File: config.mk
export PLATFORM = sky130hd
export DESIGN_NAME = second_order_pixel_predictor
export DESIGN_NICKNAME = d
export VERILOG_FILES = /design/src/hw/rtl/sopp_pkg.sv /design/src/hw/rtl/sopp_row_mem.sv /design/src/hw/rtl/sopp_predict.sv /design/src/hw/rtl/second_order_pixel_predictor.sv
export VERILOG_INCLUDE_DIRS = /design/src /design/src/hw/rtl
export SDC_FILE = /design/constraint.sdc
export NUM_CORES = 2
export LEC_CHECK = 0
export BUFFER_PORTS_ARGS = -buffer_cell sky130_fd_sc_hd__buf_4
export CAP_MARGIN = 5
export CORE_MARGIN = 3
export CORE_UTILIZATION = 65
export CTS_BUF_LIST = sky130_fd_sc_hd__clkbuf_4
export CTS_CLUSTER_DIAMETER = 100
export DETAILED_ROUTE_END_ITERATION = 7
export MAX_ROUTING_LAYER = met4
export PLACE_DENSITY = 0.81
export SYNTH_ARGS = -nofsm -noshare
export SYNTH_HDL_FRONTEND = slang
export SYNTH_SLANG_ARGS = --single-unit
File: constraint.sdc
create_clock -name clk -period 19.35 [get_ports clk]
set_clock_uncertainty 0.05 [all_clocks]
set_input_delay 5.805 -clock clk [delete_from_list [all_inputs] [get_ports clk]]
set_output_delay 5.805 -clock clk [all_outputs]
set_load 0.01 [all_outputs]
File: src/hw/rtl/second_order_pixel_predictor_macros.svh
// Assertion helpers for the pixel predictor. Both expand to nothing in synthesis.
`ifndef SECOND_ORDER_PIXEL_PREDICTOR_MACROS_SVH
`define SECOND_ORDER_PIXEL_PREDICTOR_MACROS_SVH

`ifndef SYNTHESIS
`define SOPP_ASSERT_IMPLY(lbl, ante, cons) \
	lbl: assert property (@(posedge clk) disable iff (!arst_n) (ante) |-> (cons)) \
		else $error("implication check failed");
`define SOPP_ASSERT_NEXT(lbl, ante, cons) \
	lbl: assert property (@(posedge clk) disable iff (!arst_n) (ante) |=> (cons)) \
		else $error("next-cycle check failed");
`else
`define SOPP_ASSERT_IMPLY(lbl, ante, cons)
`define SOPP_ASSERT_NEXT(lbl, ante, cons)
`endif

`endif

File: src/hw/rtl/sopp_pkg.sv
package sopp_pkg;

	localparam int MAX_BLOCK_WIDTH_DEF = 64;
	localparam int SAMPLE_BITS_DEF     = 16;

	localparam int DATA_BITS  = 18;
	localparam int TDATA_BITS = 24;
	localparam int FIELD_MAX  = 131071;
	localparam int FIELD_MIN  = -131072;

	localparam int BW_BITS   = 7;
	localparam int BH_BITS   = 11;
	localparam int ROW_BITS  = 10;
	localparam int ROW_LIMIT = 1024;
	localparam int CFG_INDEX_BITS = 2;

	// Configuration register indexes.
	localparam logic [CFG_INDEX_BITS-1:0] REG_MODE         = 2'd0;
	localparam logic [CFG_INDEX_BITS-1:0] REG_BLOCK_WIDTH  = 2'd1;
	localparam logic [CFG_INDEX_BITS-1:0] REG_BLOCK_HEIGHT = 2'd2;

	localparam logic MODE_ENCODE = 1'b0;
	localparam logic MODE_DECODE = 1'b1;

	// Position of a pixel inside its block, as the predictor needs it.
	typedef struct packed {
		logic x_zero;
		logic y_zero;
		logic x_ge2;
		logic y_ge2;
		logic row_end;
		logic blk_end;
	} pos_t;

endpackage

File: src/hw/rtl/sopp_row_mem.sv
module sopp_row_mem #(
	parameter int MAX_BLOCK_WIDTH = sopp_pkg::MAX_BLOCK_WIDTH_DEF,
	parameter int SAMPLE_BITS     = sopp_pkg::SAMPLE_BITS_DEF
) (
	input  logic                         clk,
	input  logic                         wr_en,
	input  logic [$clog2(MAX_BLOCK_WIDTH)-1:0] wr_addr,
	input  logic [2*SAMPLE_BITS-1:0]     wr_data,
	input  logic                         rd_en,
	input  logic [$clog2(MAX_BLOCK_WIDTH)-1:0] rd_addr,
	output logic [2*SAMPLE_BITS-1:0]     rd_data
);

	// Each entry holds {two rows above, one row above} for one column.
	logic [2*SAMPLE_BITS-1:0] mem [MAX_BLOCK_WIDTH];

	always_ff @(posedge clk) begin
		if (wr_en) begin
			mem[wr_addr] <= wr_data;
		end
	end

	always_ff @(posedge clk) begin
		if (rd_en) begin
			rd_data <= mem[rd_addr];
		end
	end

endmodule

File: src/hw/rtl/sopp_predict.sv
module sopp_predict #(
	parameter int SAMPLE_BITS = sopp_pkg::SAMPLE_BITS_DEF
) (
	input  logic                                mode,
	input  sopp_pkg::pos_t                      pos,
	input  logic signed [sopp_pkg::DATA_BITS-1:0] din,
	input  logic [SAMPLE_BITS-1:0]              west_one,
	input  logic [SAMPLE_BITS-1:0]              west_two,
	input  logic [SAMPLE_BITS-1:0]              north,
	input  logic [SAMPLE_BITS-1:0]              north_two,
	output logic [SAMPLE_BITS-1:0]              sample,
	output logic signed [sopp_pkg::DATA_BITS-1:0] result,
	output logic                                sat
);

	localparam int CW = ((SAMPLE_BITS > sopp_pkg::DATA_BITS) ?
		SAMPLE_BITS : sopp_pkg::DATA_BITS) + 3;
	localparam logic signed [CW-1:0] SMAX = CW'({SAMPLE_BITS{1'b1}});
	localparam logic signed [CW-1:0] FMAX = CW'(sopp_pkg::FIELD_MAX);
	localparam logic signed [CW-1:0] FMIN = CW'(sopp_pkg::FIELD_MIN);

	logic [SAMPLE_BITS-1:0] ww;
	logic [SAMPLE_BITS-1:0] nn;
	logic signed [CW-1:0]   w_x, ww_x, n_x, nn_x, ww_h, nn_h;
	logic signed [CW-1:0]   pred, din_x, sum, smp, res;

	always_comb begin
		// A missing second neighbor is replaced by the first one.
		ww   = pos.x_ge2 ? west_two : west_one;
		nn   = pos.y_ge2 ? north_two : north;
		w_x  = CW'({1'b0, west_one});
		ww_x = CW'({1'b0, ww});
		n_x  = CW'({1'b0, north});
		nn_x = CW'({1'b0, nn});
		// Samples are non-negative, so the shift truncates toward zero.
		ww_h = CW'({1'b0, ww >> 1});
		nn_h = CW'({1'b0, nn >> 1});

		if (pos.x_zero && pos.y_zero) begin
			pred = '0;
		end else if (pos.y_zero) begin
			pred = (w_x <<< 1) - ww_x;
		end else if (pos.x_zero) begin
			pred = (n_x <<< 1) - nn_x;
		end else begin
			pred = w_x - ww_h + n_x - nn_h;
		end

		din_x = CW'(din);
		sat   = 1'b0;
		if (mode == sopp_pkg::MODE_DECODE) begin
			sum = pred + din_x;
			if (sum < 0) begin
				smp = '0;
				sat = 1'b1;
			end else if (sum > SMAX) begin
				smp = SMAX;
				sat = 1'b1;
			end else begin
				smp = sum;
			end
			res = smp;
		end else begin
			sum = '0;
			if (din_x < 0) begin
				smp = '0;
			end else if (din_x > SMAX) begin
				smp = SMAX;
			end else begin
				smp = din_x;
			end
			res = smp - pred;
			if (res > FMAX) begin
				res = FMAX;
			end else if (res < FMIN) begin
				res = FMIN;
			end
		end

		sample = smp[SAMPLE_BITS-1:0];
		result = res[sopp_pkg::DATA_BITS-1:0];
	end

endmodule

File: src/hw/rtl/second_order_pixel_predictor.sv
// Second-order pixel predictor for blocks of image samples in raster order.
// Slave stream: one request per pixel; s_tdata[17:0] carries a sample (encode)
// or a residual (decode). Master stream: one request per pixel; m_tdata[17:0]
// carries the residual (encode) or the reconstructed sample (decode), m_tlast
// marks the last pixel of a block and m_tuser flags a clamped decoded sample.
// The cfg port sets mode, block width and block height; write it only while
// no pixel is in flight.
// A request accepted into the input stage moves on to the output register,
// which presents it on the master side. Throughput is one pixel per cycle
// while the receiver does not stall; the limit is the west feedback loop that
// predicts, adds, clamps and writes back one sample to the west register.
// The row buffer is a single-port-write, single-port-read memory read when a
// pixel is accepted; a pixel that reads the column just being written gets
// the fresh value through a bypass register.
// Reset returns the configuration to encode mode with 8 x 8 blocks and clears
// the position counters, the west registers and the valid flags. The row
// buffer is not cleared; the first two rows of a block never use stale
// contents. When the receiver stalls, the result waits in the output register
// while one more request is taken into the input stage; s_tready then falls
// until the result drains.
module second_order_pixel_predictor #(
	parameter int MAX_BLOCK_WIDTH = sopp_pkg::MAX_BLOCK_WIDTH_DEF,
	parameter int SAMPLE_BITS     = sopp_pkg::SAMPLE_BITS_DEF
) (
	input  logic                                  clk,
	input  logic                                  arst_n,
	// Configuration write port.
	input  logic                                  cfg_wen,
	input  logic [sopp_pkg::CFG_INDEX_BITS-1:0]   cfg_index,
	input  logic [sopp_pkg::BH_BITS-1:0]          cfg_wdata,
	// Input stream.
	input  logic                                  s_tvalid,
	output logic                                  s_tready,
	input  logic [sopp_pkg::TDATA_BITS-1:0]       s_tdata,   // [17:0] data_in
	// Output stream.
	output logic                                  m_tvalid,
	input  logic                                  m_tready,
	output logic [sopp_pkg::TDATA_BITS-1:0]       m_tdata,   // [17:0] data_out
	output logic                                  m_tlast,   // block_end
	output logic                                  m_tuser    // [0] saturated
);

	`include "second_order_pixel_predictor_macros.svh"

	localparam int CXW = $clog2(MAX_BLOCK_WIDTH);
	localparam int LW  = (CXW + 1 > sopp_pkg::BW_BITS) ? CXW + 1 : sopp_pkg::BW_BITS;
	localparam int DB  = sopp_pkg::DATA_BITS;

	// Configuration registers.
	logic                          mode_q;
	logic [sopp_pkg::BW_BITS-1:0]  bw_q;
	logic [sopp_pkg::BH_BITS-1:0]  bh_q;

	always_ff @(posedge clk or negedge arst_n) begin
		if (!arst_n) begin
			mode_q <= sopp_pkg::MODE_ENCODE;
			bw_q   <= sopp_pkg::BW_BITS'(8);
			bh_q   <= sopp_pkg::BH_BITS'(8);
		end else if (cfg_wen) begin
			case (cfg_index)
				sopp_pkg::REG_MODE:         mode_q <= cfg_wdata[0];
				sopp_pkg::REG_BLOCK_WIDTH:  bw_q   <= cfg_wdata[sopp_pkg::BW_BITS-1:0];
				sopp_pkg::REG_BLOCK_HEIGHT: bh_q   <= cfg_wdata;
				default: ;
			endcase
		end
	end

	// Handshake: the input stage frees up whenever its pixel moves on.
	logic v_s1, out_v_q, fire, accept;

	assign fire     = v_s1 && (!out_v_q || m_tready);
	assign s_tready = !v_s1 || fire;
	assign accept   = s_tvalid && s_tready;

	// Position counters, advanced on every accepted pixel.
	logic [CXW-1:0]                 col_q;
	logic [sopp_pkg::ROW_BITS-1:0]  row_q;
	logic [LW-1:0]                  col_next, w_eff;
	logic [sopp_pkg::BH_BITS-1:0]   row_next, h_eff;
	sopp_pkg::pos_t                 pos;

	always_comb begin
		if (bw_q == '0) begin
			w_eff = LW'(1);
		end else if (LW'(bw_q) > LW'(MAX_BLOCK_WIDTH)) begin
			w_eff = LW'(MAX_BLOCK_WIDTH);
		end else begin
			w_eff = LW'(bw_q);
		end
		if (bh_q == '0) begin
			h_eff = sopp_pkg::BH_BITS'(1);
		end else if (bh_q > sopp_pkg::BH_BITS'(sopp_pkg::ROW_LIMIT)) begin
			h_eff = sopp_pkg::BH_BITS'(sopp_pkg::ROW_LIMIT);
		end else begin
			h_eff = bh_q;
		end
		col_next    = LW'(col_q) + LW'(1);
		row_next    = sopp_pkg::BH_BITS'(row_q) + sopp_pkg::BH_BITS'(1);
		pos.x_zero  = (col_q == '0);
		pos.y_zero  = (row_q == '0);
		pos.x_ge2   = (LW'(col_q) > LW'(1));
		pos.y_ge2   = (row_q > sopp_pkg::ROW_BITS'(1));
		pos.row_end = (col_next >= w_eff);
		pos.blk_end = pos.row_end && (row_next >= h_eff);
	end

	always_ff @(posedge clk or negedge arst_n) begin
		if (!arst_n) begin
			col_q <= '0;
			row_q <= '0;
		end else if (accept) begin
			if (pos.row_end) begin
				col_q <= '0;
				row_q <= pos.blk_end ? '0 : row_next[sopp_pkg::ROW_BITS-1:0];
			end else begin
				col_q <= col_next[CXW-1:0];
			end
		end
	end

	// Input stage.
	logic signed [DB-1:0]     din_s1;
	logic [CXW-1:0]           x_s1;
	sopp_pkg::pos_t           pos_s1;
	logic                     byp_s1;
	logic [SAMPLE_BITS-1:0]   byp_n_s1, byp_nn_s1;
	logic [2*SAMPLE_BITS-1:0] rd_data;
	logic [SAMPLE_BITS-1:0]   north, north_two;
	logic [SAMPLE_BITS-1:0]   west_one_q, west_two_q;
	logic [SAMPLE_BITS-1:0]   sample_c;
	logic signed [DB-1:0]     result_c;
	logic                     sat_c;

	always_ff @(posedge clk or negedge arst_n) begin
		if (!arst_n) begin
			v_s1 <= 1'b0;
		end else if (accept) begin
			v_s1 <= 1'b1;
		end else if (fire) begin
			v_s1 <= 1'b0;
		end
	end

	// The pixel leaving the input stage writes the column that the incoming
	// pixel reads when both sit in the same column (a block one pixel wide);
	// the fresh values are then taken from the bypass registers.
	always_ff @(posedge clk) begin
		if (accept) begin
			din_s1    <= s_tdata[DB-1:0];
			x_s1      <= col_q;
			pos_s1    <= pos;
			byp_s1    <= fire && (x_s1 == col_q);
			byp_n_s1  <= sample_c;
			byp_nn_s1 <= north;
		end
	end

	sopp_row_mem #(
		.MAX_BLOCK_WIDTH (MAX_BLOCK_WIDTH),
		.SAMPLE_BITS     (SAMPLE_BITS)
	) u_row_mem (
		.clk     (clk),
		.wr_en   (fire),
		.wr_addr (x_s1),
		.wr_data ({north, sample_c}),
		.rd_en   (accept),
		.rd_addr (col_q),
		.rd_data (rd_data)
	);

	assign north     = byp_s1 ? byp_n_s1  : rd_data[SAMPLE_BITS-1:0];
	assign north_two = byp_s1 ? byp_nn_s1 : rd_data[2*SAMPLE_BITS-1:SAMPLE_BITS];

	sopp_predict #(
		.SAMPLE_BITS (SAMPLE_BITS)
	) u_predict (
		.mode      (mode_q),
		.pos       (pos_s1),
		.din       (din_s1),
		.west_one  (west_one_q),
		.west_two  (west_two_q),
		.north     (north),
		.north_two (north_two),
		.sample    (sample_c),
		.result    (result_c),
		.sat       (sat_c)
	);

	// West neighbors follow the pixel leaving the input stage and restart at
	// each row end.
	always_ff @(posedge clk or negedge arst_n) begin
		if (!arst_n) begin
			west_one_q <= '0;
			west_two_q <= '0;
		end else if (fire) begin
			if (pos_s1.row_end) begin
				west_one_q <= '0;
				west_two_q <= '0;
			end else begin
				west_one_q <= sample_c;
				west_two_q <= west_one_q;
			end
		end
	end

	// Output register.
	logic signed [DB-1:0] data_s2;
	logic                 last_s2, sat_s2;

	always_ff @(posedge clk or negedge arst_n) begin
		if (!arst_n) begin
			out_v_q <= 1'b0;
		end else if (fire) begin
			out_v_q <= 1'b1;
		end else if (m_tready) begin
			out_v_q <= 1'b0;
		end
	end

	always_ff @(posedge clk) begin
		if (fire) begin
			data_s2 <= result_c;
			last_s2 <= pos_s1.blk_end;
			sat_s2  <= sat_c;
		end
	end

	assign m_tvalid = out_v_q;
	assign m_tdata  = {{(sopp_pkg::TDATA_BITS - DB){1'b0}}, data_s2};
	assign m_tlast  = last_s2;
	assign m_tuser  = sat_s2;

	// A row end sends the column counter back to the first column.
	`SOPP_ASSERT_NEXT(a_row_wrap, accept && pos.row_end, col_q == '0)
	// The first pixel of a row sees cleared west neighbors.
	`SOPP_ASSERT_IMPLY(a_west_clear, v_s1 && pos_s1.x_zero, west_one_q == '0 && west_two_q == '0)
	// Only decoding raises the flag for a clamped sample.
	`SOPP_ASSERT_IMPLY(a_sat_decode, m_tvalid && m_tuser, mode_q == sopp_pkg::MODE_DECODE)

endmodule
==> Word-level counts from Yosys, hierarchy flattened <==
Memories as Yosys holds them, arrays and structs flattened. A register that Yosys moved wholly into a read port is not among the register bits.
Cells that the tools add are included.
{ "totals": {"input_bits": 42, "n_memories": 1, "ram_bits": 2048, "regBits": 152, "output_inout_bits": 28, "word_cells": 100} }
{ "memory_table": {"columns": ["name", "words", "width", "read_ports", "rd_ports_with_merged_regs", "write_ports", "line", "source"], "rows": [
  ["u_row_mem.mem", 64, 32, 1, 1, 1, "sopp_row_mem.sv:15", "logic [2*SAMPLE_BITS-1:0] mem [MAX_BLOCK_WIDTH];"]
]} }
{ "classes": {"n_reduce_logical": 20, "eq_ne": 3, "n_mux": 32, "addsub": 9, "n_lt_le_gt_ge": 12} }
{ "op_table": {"columns": ["cell", "n"], "rows": [
  ["$mux 21", 6],
  ["$mux 16", 7],
  ["$mux 18", 5],
  ["$sub 17x16->18", 2],
  ["$mux 11", 2],
  ["$add 21x17->21", 1],
  ["$add 21x18->21", 1],
  ["$gt 21x17->1 const B", 1],
  ["$gt 21x18->1 const B", 1],
  ["$lt 21x1->1 const B", 1],
  ["$lt 21x18->1 const B", 1],
  ["$sub 21x16->21", 1],
  ["$sub 21x21->21", 1],
  ["$gt 18x17->1 const B", 1],
  ["$lt 18x1->1 const B", 1],
  ["$sub 16x15->17", 1],
  ["$mux 7", 2],
  ["$add 10x1->11 const B", 1],
  ["$ge 11x11->1", 1],
  ["$gt 11x11->1 const B", 1],
  ["$logic_not 11->1", 1],
  ["$gt 10x1->1 const B", 1],
  ["$logic_not 10->1", 1],
  ["$mux 10", 1],
  ["other kinds (17)", 34]
]} }

==> Logic depth before layout (Yosys ltp) <==
{ "depth": {"depth_word": 13, "depth_mapped": 34, "ltp_nobuf": 33} }

==> Modules after synthesis <==
A second synthesis with hierarchy kept.
{ "hier_totals": {"hier_cells": 4766, "hier_area_um2": 92075.8} }
{ "by_module_without_submodules": {"columns": ["module", "instances", "cells_per_inst", "seq_area_each_um2", "area_each_um2"], "rows": [
  ["sopp_row_mem", 1, 3324, 62459.9, 78835.6],
  ["second_order_pixel_predictor", 1, 514, 4221.5, 6655.1],
  ["sopp_predict", 1, 928, 0.0, 6585.1]
]} }

==> Worst setup path after synthesis <==
Ideal clock, no wire load.
{ "synth_timing": {"path_kind": "in2out", "start": "input m_tready", "end": "output s_tready", "cell_stages": 1, "path_buffers": 0, "required_time_ns": 13.495, "t_arrival_ns": 6.019, "path_slack_ns": 7.476, "cell_sequence": "nand3b_1"} }
{ "synth_between": {"elab_chain_cells": 3} }
{ "synth_rtl": {"columns": ["item", "line", "source"], "rows": [
  ["from (decl)", "second_order_pixel_predictor.sv:37", "input logic m_tready,"],
  ["$logic_or 1x1->1", "second_order_pixel_predictor.sv:72", "assign fire = v_s1 && (!out_v_q || m_tready);"],
  ["$logic_and 1x1->1", "second_order_pixel_predictor.sv:72", null],
  ["$logic_or 1x1->1", "second_order_pixel_predictor.sv:73", "assign s_tready = !v_s1 || fire;"],
  ["to (decl)", "second_order_pixel_predictor.sv:33", "output logic s_tready,"]
]} }
No other way between the ends.

==> Worst setup path in the final report <==
Same ends and word-level chain as after synthesis.

==> results.md <==
* TritonCTS Sinks at between 2k and 2.5k
* Status: finished clean
* EDFF count, synth at between 2k and 2.5k
* Min-Delay Path Class: flip-flop to flip-flop
* Delay-heaviest family, CP: buffers and inverters
* Synthesized flop and latch total at approximately 2.2k
* H-tree depth at 6
* # hold bufs at CTS at 0
* CP Cell Sequence: buf_4 -> nand3b_1 -> buf_4
* Top post-synthesis cells by area: edfxtp_1 71%, mux4_2 17%, dfrtp_1 1.8%, ha_1 1.6%, nor2_1 0.67%
* Achievable Freq at 82.5 MHz
* Final-layout fill cell count at 7735
* Die Span Y at approximately 380 um
* Setup CP Type: input pin to output pin
* Maximum fanout along the worst path at 3
* Post-synth top cells: 2163 x edfxtp_1, 673 x mux4_2, 163 x nor2_1
* Die area at 145000 sq um
* Setup TNS at 0 ns
* Via count at ~50k
* Synth Cell Area at approximately 90000 sq um
* Ys Warns at 0
* Core Region at between 100000 and 150000 sq um
* Startpoint types: input pin
* Seq/Total Area, Yosys at roughly 73%
* I/O pins at 70
* Die Wd at 381 um
* # setup viols final at 0
* Hold_ws at approximately 0.37 ns
* Postcts setup bufs at 0
* Synth top area share at 70.9%
* Clk Latency, worst-skew pair at about 1.3 ns
* Fin. Hold Viols at 0
* Least-Margin Pin Slew at approximately 1.2 ns
* # rows at between 100 and 150
* CTS Root Cell: clkbuf_4
* Max Cap Viol at 0
* Crit path buf inv count at 2
* Most used DFF post-synth: edfxtp_1
* Antenna viol nets, final at 0
* Critical Path Most Common Cell: buf_4
* Vias per cell at ~7
* # DRC at 0
* Area grow syn2layout at 11.5%
* CTS Buffer Depth at 4
* Yosys cell types at between 80 and 90
* Avg Cell Area, Syn at between 20 and 25 sq um
* Vias in the first global route at 51.2k
* Async S/R FF share, synth at 3.09%
* First DRT Iteration DRCs at 7041
* Cell taking the most area after synthesis: edfxtp_1
* Clock Pin Slew Worst Setup and Hold Paths at 0.06 ns
* # resized after CTS at 0
* Port bufs at 57
* CP max stage cell: nand3b_1
* Critical path required time at between 10 and 15 ns
* TritonCTS clock tree: built
* GP Congestion at roughly 0.91
* Pre-antenna DRT Iters at 7
* GR Util All Layers at approximately a third
* Count leader, synth: edfxtp_1
* Max incr delay on CP at about 0.18 ns
* Max-slew violation count at 0
* Slew HR at between 15 and 20%
* GR Overflow Total at 0
* Crit path DAT at around 6.3 ns
* Fin crit share at between 60 and 70%
* RSZ-0062 raised after global routing: false
* Initial antenna violation count at 24
* Largest net degree at the start of global routing at 70
* Total routed wirelength at approximately 240 mm
* Initial Util at about two thirds
* CP endpoint kind: output pin
* Average wire per standard cell at approximately 33 um
* Crit path time final at 12.12 ns
* Cells after Synth at between 4k and 5k
* Final HPWL DP at approximately 130 mm
* First-pass GRT wire length at around 350 mm
* Total CTS buffers at 565
* Nets at approximately 5.2k
* Share of layout cells above drive strength 1 at between 30% and 40%
==> cell usage in the layout (no fill, tap or decap), types with 64 or more instances in the layout <==
| cell type | n |
|---|---|
| mux4_2 | 673 |
| ha_1 | 114 |
| nor2_4 | 64 |
| nand2_1 | 157 |
| a21oi_1 | 76 |
| inv_1 | 90 |
| nor2_1 | 99 |
| buf_4 | 201 |
| clkbuf_4 | 771 |
| clkinv_1 | 96 |
| o21ai_0 | 105 |
| edfxtp_1 | 2163 |
==> metal layers <==
metal,wire [um],vias to the layer above,track usage (%)
li1,-,19900,-
met1,80800,25400,43.5
met2,119000,3748,53.2
met3,28000,625,9.24
met4,12500,0,18.0
met5,0,-,-
==> area by class of cell <==
cell class | instances | area, sq um | area share (%)
Antenna cell | 29 | 72.6 | 0.0711
Clock inverter | 140 | 1030 | 1.01
Sequential cell | 2232 | 66700 | 65.3
Inverter | 95 | 359 | 0.352
Timing Repair Buffer | 201 | 1510 | 1.48
Multi-Input combinational cell | 1896 | 24300 | 23.8
Tap cell | 1876 | 2350 | 2.30
Clock buffer | 771 | 5790 | 5.67
==> per-stage QoR <==
step | setup WS (ns) | std cells | instance area (sq um) | util, %
finish | 7.23 | 7240 | 102000 | 73.1
global route | 7.19 | 7236 | 102000 | 73.1
CTS | 7.23 | 7211 | 102000 | 73.0
detailed placement | 7.23 | 6300 | 95200 | 68.1
global placement | 7.24 | 6300 | 95200 | 68.1
floorplan | 7.48 | 4445 | 91600 | -
==> registers in the layout (all words and copies together) (netlist names) <==
register,flops
pos_s1,6
byp_nn_s1,16
byp_n_s1,16
byp_s1,1
bw_q,7
bh_q,11
din_s1,18
m_tvalid,1
u_row_mem.rd_data,32
m_tlast,1
west_one_q,16
mode_q,1
row_q,10
m_tuser,1
x_s1,6
v_s1,1
data_s2,18
u_row_mem.mem,2048
west_two_q,16
col_q,6
==> final timing paths <==
kind	slack, ns	cells past startpoint	end	startpoint
worst max-delay path	7.23	3	s_tready	m_tready
worst min-delay path	0.37	0	m_tlast	pos_s1[0]
worst max register to register	9.44	30	u_row_mem.mem[9][10]	pos_s1[3]
worst min register to register	0.37	0	m_tlast	pos_s1[0]
max in group asynchronous	13.89	1	col_q[2]	arst_n
min in group asynchronous	4.59	1	west_one_q[8]	arst_n
==> worst register-to-register path, delay by kind of cell, from the launching register on <==
family          cells  cell delay [ns]
compound gates     13             3.74
xor+xnor            2             0.42
fa+ha+maj           5             1.71
simple gates        4             0.54
mux                 2             1.16
buf+inv             4             0.90
flops               1             0.96
==> cells by family after synthesis <==
kind of cell | count (synthesis) | synth area share, %
xor gates and xnor gates | 93 | 0.890
AOI/OAI and AO/OA | 406 | 2.98
other | 1 | 0.00410
DFF | 2232 | 72.8
and+or+nand+nor | 513 | 2.58
buffers and inverters | 317 | 1.36
muxes | 743 | 17.4
adders and majority gates | 134 | 2.00
Power is left out: the tool's default activity adds up to more than one toggle a clock period on the data nets, which glitch-free logic cannot reach.
